**src/rtl/csd_pkg.sv**
```systemverilog
// Shared types and constants for the corner set stability detector.
// Used by csd_ctrl, csd_datapath and corner_set_stability_detector. No dependencies.
package csd_pkg;

    localparam int COORD_W   = 13;
    localparam int CORNER_W  = 4 * COORD_W;
    localparam int SUM_W     = 24;
    localparam int DIFF_W    = COORD_W + 2;
    localparam int FRAC_BITS = 4;
    localparam logic [SUM_W-1:0] SUM_MAX = {SUM_W{1'b1}};
    localparam logic [SUM_W-1:0] THRESH_RESET = SUM_W'(1000 << FRAC_BITS);

    typedef struct packed {
        logic capture;
        logic read;
        logic write;
        logic finish;
    } ctrl_cmd_t;

    typedef struct packed {
        logic pos_ok;
        logic full;
        logic last;
        logic read_last;
        logic pipe_busy;
        logic out_free;
    } ctrl_status_t;

endpackage

```
**src/rtl/csd_ctrl.sv**
```systemverilog
// Sequencer for the corner set stability detector: accept, window reads, drain,
// store and frame close. Depends on csd_pkg for the command and status structs.
module csd_ctrl (
    input  logic                  aclk,
    input  logic                  aresetn,
    input  logic                  s_tvalid,
    output logic                  s_tready,
    input  csd_pkg::ctrl_status_t status,
    output csd_pkg::ctrl_cmd_t    cmd
);

    localparam logic [2:0] ST_IDLE   = 3'd0;
    localparam logic [2:0] ST_READ   = 3'd1;
    localparam logic [2:0] ST_DRAIN  = 3'd2;
    localparam logic [2:0] ST_WRITE  = 3'd3;
    localparam logic [2:0] ST_FINISH = 3'd4;

    logic [2:0] state_reg;
    logic [2:0] state_next;

    assign s_tready = (state_reg == ST_IDLE);

    always_comb begin
        state_next = state_reg;
        cmd        = '0;
        unique case (state_reg)
            ST_IDLE: begin
                if (s_tvalid) begin
                    cmd.capture = 1'b1;
                    if (!status.pos_ok) begin
                        state_next = ST_FINISH;
                    end else if (status.full) begin
                        state_next = ST_READ;
                    end else begin
                        state_next = ST_WRITE;
                    end
                end
            end
            ST_READ: begin
                cmd.read = 1'b1;
                if (status.read_last) begin
                    state_next = ST_DRAIN;
                end
            end
            ST_DRAIN: begin
                if (!status.pipe_busy) begin
                    state_next = ST_WRITE;
                end
            end
            ST_WRITE: begin
                cmd.write  = 1'b1;
                state_next = ST_FINISH;
            end
            ST_FINISH: begin
                if (!status.last) begin
                    state_next = ST_IDLE;
                end else if (status.out_free) begin
                    cmd.finish = 1'b1;
                    state_next = ST_IDLE;
                end
            end
            default: begin
                state_next = ST_IDLE;
            end
        endcase
    end

    always_ff @(posedge aclk) begin
        if (!aresetn) begin
            state_reg <= ST_IDLE;
        end else begin
            state_reg <= state_next;
        end
    end

endmodule

```
**config.mk**
```make
export PLATFORM = sky130hd
export DESIGN_NAME = csd_ctrl
export DESIGN_NICKNAME = d
export VERILOG_FILES = /design/src/rtl/csd_pkg.sv /design/src/rtl/csd_ctrl.sv
export SDC_FILE = /design/constraint.sdc
export NUM_CORES = 1
export LEC_CHECK = 0
export BUFFER_PORTS_ARGS = -buffer_cell sky130_fd_sc_hd__buf_2
export CAP_MARGIN = 0
export CELL_PAD_IN_SITES_DETAIL_PLACEMENT = 1
export CELL_PAD_IN_SITES_GLOBAL_PLACEMENT = 1
export CORE_AREA = 2 2 39 41
export CTS_BUF_LIST = sky130_fd_sc_hd__clkbuf_2 sky130_fd_sc_hd__clkbuf_4 sky130_fd_sc_hd__clkbuf_8
export DETAILED_ROUTE_END_ITERATION = 8
export DIE_AREA = 0 0 41 43
export GPL_ROUTABILITY_DRIVEN = 1
export PLACE_DENSITY = 0.55
export SETUP_SLACK_MARGIN = 0.3
export SYNTH_ARGS = -nofsm -noshare
export SYNTH_HDL_FRONTEND = slang
export SYNTH_SLANG_ARGS = --single-unit
```
**constraint.sdc**
```tcl
create_clock -name aclk -period 1.2 [get_ports aclk]
set_input_delay 0.12 -clock aclk [delete_from_list [all_inputs] [get_ports aclk]]
set_output_delay 0.12 -clock aclk [all_outputs]
set_load 0.01 [all_outputs]
```
==> results.yml <==
place:
  portBuffers: 13
  place_congestion: 0.735
  dp_hpwl_um: 596
clock_tree:
  cts_inserted_buffers: 3
  h-tree-depth: 1
  cts_root_buf: "clkbuf_4"
  clkLatencyLatePin_ns: 0.23
  cts_tree: "yes"
  clk_path_buf_depth: 2
  cts.reportedPaths.clkPinSlew_ns: 0.04
  clkSinkCount: 3
die:
  die_h_um: 43
  dieArea_um2: 1760
  placementRows: 14
  pin_count: 14
  die_w_um: 41
  start_util_pct: 17.2
  coreArea_um2: 1380
setup_path:
  cp_slowest_cell: "dfxtp_4"
  cp_cell_sequence: "nor4bb_4 -> and2_4 -> buf_6"
  crit_path_end_kind: "output port"
  critical_path.startpoint_type: "flip-flop"
  max_stage_delay_ns: 0.37
  critPathBufInv: 1
  critPathLaunch: "state_reg[0]"
  arrival_ns: 1.16
  crit_fanout: 5
  critical_path.top_delay_family: "simple AND/OR/NAND/NOR gates"
  ff2ff_setup_slack_ns: 0.04
  reg2reg_from: "state_reg[1]"
  cp.required_ns: 1.08
  critPathKind: "reg -> out"
synthesis:
  syn_inst: 32
  yosysUniqueCellTypes: 18
  syn_nets: 41
  synth.avg_cell_area_um2: 7.43
  synth_warnings: 0
  synth_seq_cells: 3
  yosysSeqAreaShare_pct: 25.3
  synth_area_um2: 238
run_status:
  violations: "setup timing"
  status: "finished with violations"
global_routing:
  grt_max_degree: 6
  first_global_vias: 359
  antenna_found_initial: 0
  grt_first_pass_wirelength_um: 1540
  grt-ovfl-total: 0
  grtUsageTotal_pct: 13.3
timing:
  clock_skew_ns: 0.00160
  finalCriticalPeriod_ns: 1.28
  hold_viol_final: 0
  rsz0062_at_grt: "yes"
  tightestPinTransition_ns: 0.217
  maxSlewViolCount: 0
  setup_viol_count_final: 3
  max_freq_ghz: 0.783
  fin_crit_sh_pct: 106
  layout_setup_ws_ns: -0.0772
  max_slew_margin_pct: 85.5
layout:
  diodes: 0
  final_layout_size_suffix_gt1_share_pct: 75.9
  nFillCells: 159
  final_common_cell: "buf_2"
  mostFrequentLayoutCells: "buf_2 (12), buf_4 (5), clkbuf_4 (4), buf_6 (4)"
  utilization_pct: 36.6
  area_delta_synth_final_pct: 113
  largest_reg_flops: 3
  nets: 64
detailed_routing:
  drt_first_pass_iters: 2
  via_count: 328
  drt_iter0_markers: 2
  routed_wl_um: 972
  wire_per_inst_um: 13.9
  antenna_left: 0
  drc: 0
  via_per_inst: 4.69
power_and_ir_drop:
  power_density_nw_per_um2: 1090
  total_power_w: 0.000554
  vdd_drop_max_uv: 285
  p_leak_nw: 0.221
min_path:
  hold_start: "aresetn"
  hold_path_class: "in -> reg"
run:
  drv_cap: 0
## metal layers
layer / GRT usage [%] / wire length [µm]
met5: 0 / 0
met4: 14.0 / 24
met3: 1.05 / 37
met2: 21.3 / 520
met1: 13.4 / 389
## repair_timing
item / 4_1_cts / 5_1_grt
hold buffers: 0 / 0
setup endpoints to repair: 8 / 8
resized for setup: 19 / 6
pin swaps: 6 / 2
buffers inserted: 3 / 2
## power breakdown
part	total, W	switching, W	internal, W	leakage (nW)
Combinational	0.000219	0.0000970	0.000121	0.176
Clock	0.000200	0.0000529	0.000147	0.0184
Sequential	0.000135	0.0000231	0.000112	0.0267
Total	0.000554	0.000173	0.000381	0.221
## synth_stat cells
| cell type | number | area share, % |
|---|---|---|
| nor3_1 | 3 | 6.3 |
| inv_1 | 1 | 1.6 |
| nor4bb_1 | 1 | 4.2 |
| o31ai_1 | 1 | 3.2 |
| nand2b_1 | 5 | 13 |
| o211ai_1 | 1 | 3.2 |
| nor2b_1 | 1 | 2.6 |
| nand3_1 | 2 | 4.2 |
| o31a_1 | 1 | 3.7 |
| buf_2 | 2 | 4.2 |
| and2_2 | 1 | 3.2 |
| dfxtp_1 | 3 | 25 |
| nor3b_1 | 1 | 3.2 |
| nor2_1 | 2 | 3.2 |
| a21oi_1 | 4 | 8.4 |
| buf_6 | 1 | 4.7 |
| nor4_1 | 1 | 2.6 |
| nand3b_1 | 1 | 3.2 |
## per-stage QoR
stage,setup TNS [ns],area [µm²],cells,hold WS (ns),worst slack [ns]
detailed placement,0,335,61,0.384,0.0227
floorplan,0,258,32,0.248,0.204
CTS,-0.111,457,68,0.150,-0.0902
global placement,0,335,61,0.374,0.0825
global route,-0.359,507,70,0.160,-0.112
finish,-0.126,507,70,0.153,-0.0772
## worst paths after layout
kind,end,cells past startpoint
max,cmd[0],3
max reg2reg,state_reg[1],6
min reg2reg,state_reg[1],2
min,state_reg[2],2
## area by class of cell
type	instances	area (µm²)	area share (%)
Timing Repair Buffer	21	143	28.1
Clock buffer	4	30.0	5.93
Tap cell	16	20.0	3.95
Sequential cell	3	71.3	14.1
Multi-Input combinational cell	25	236	46.7
Inverter	1	6.26	1.23
## kinds of logic after synthesis
kind of cell	share of synthesized area, %
and+or+nand+nor	45.8
DFF	25.3
AOI/OAI and AO/OA	18.4
buffers and inverters	10.5
Power figures use the tool's default switching activity.
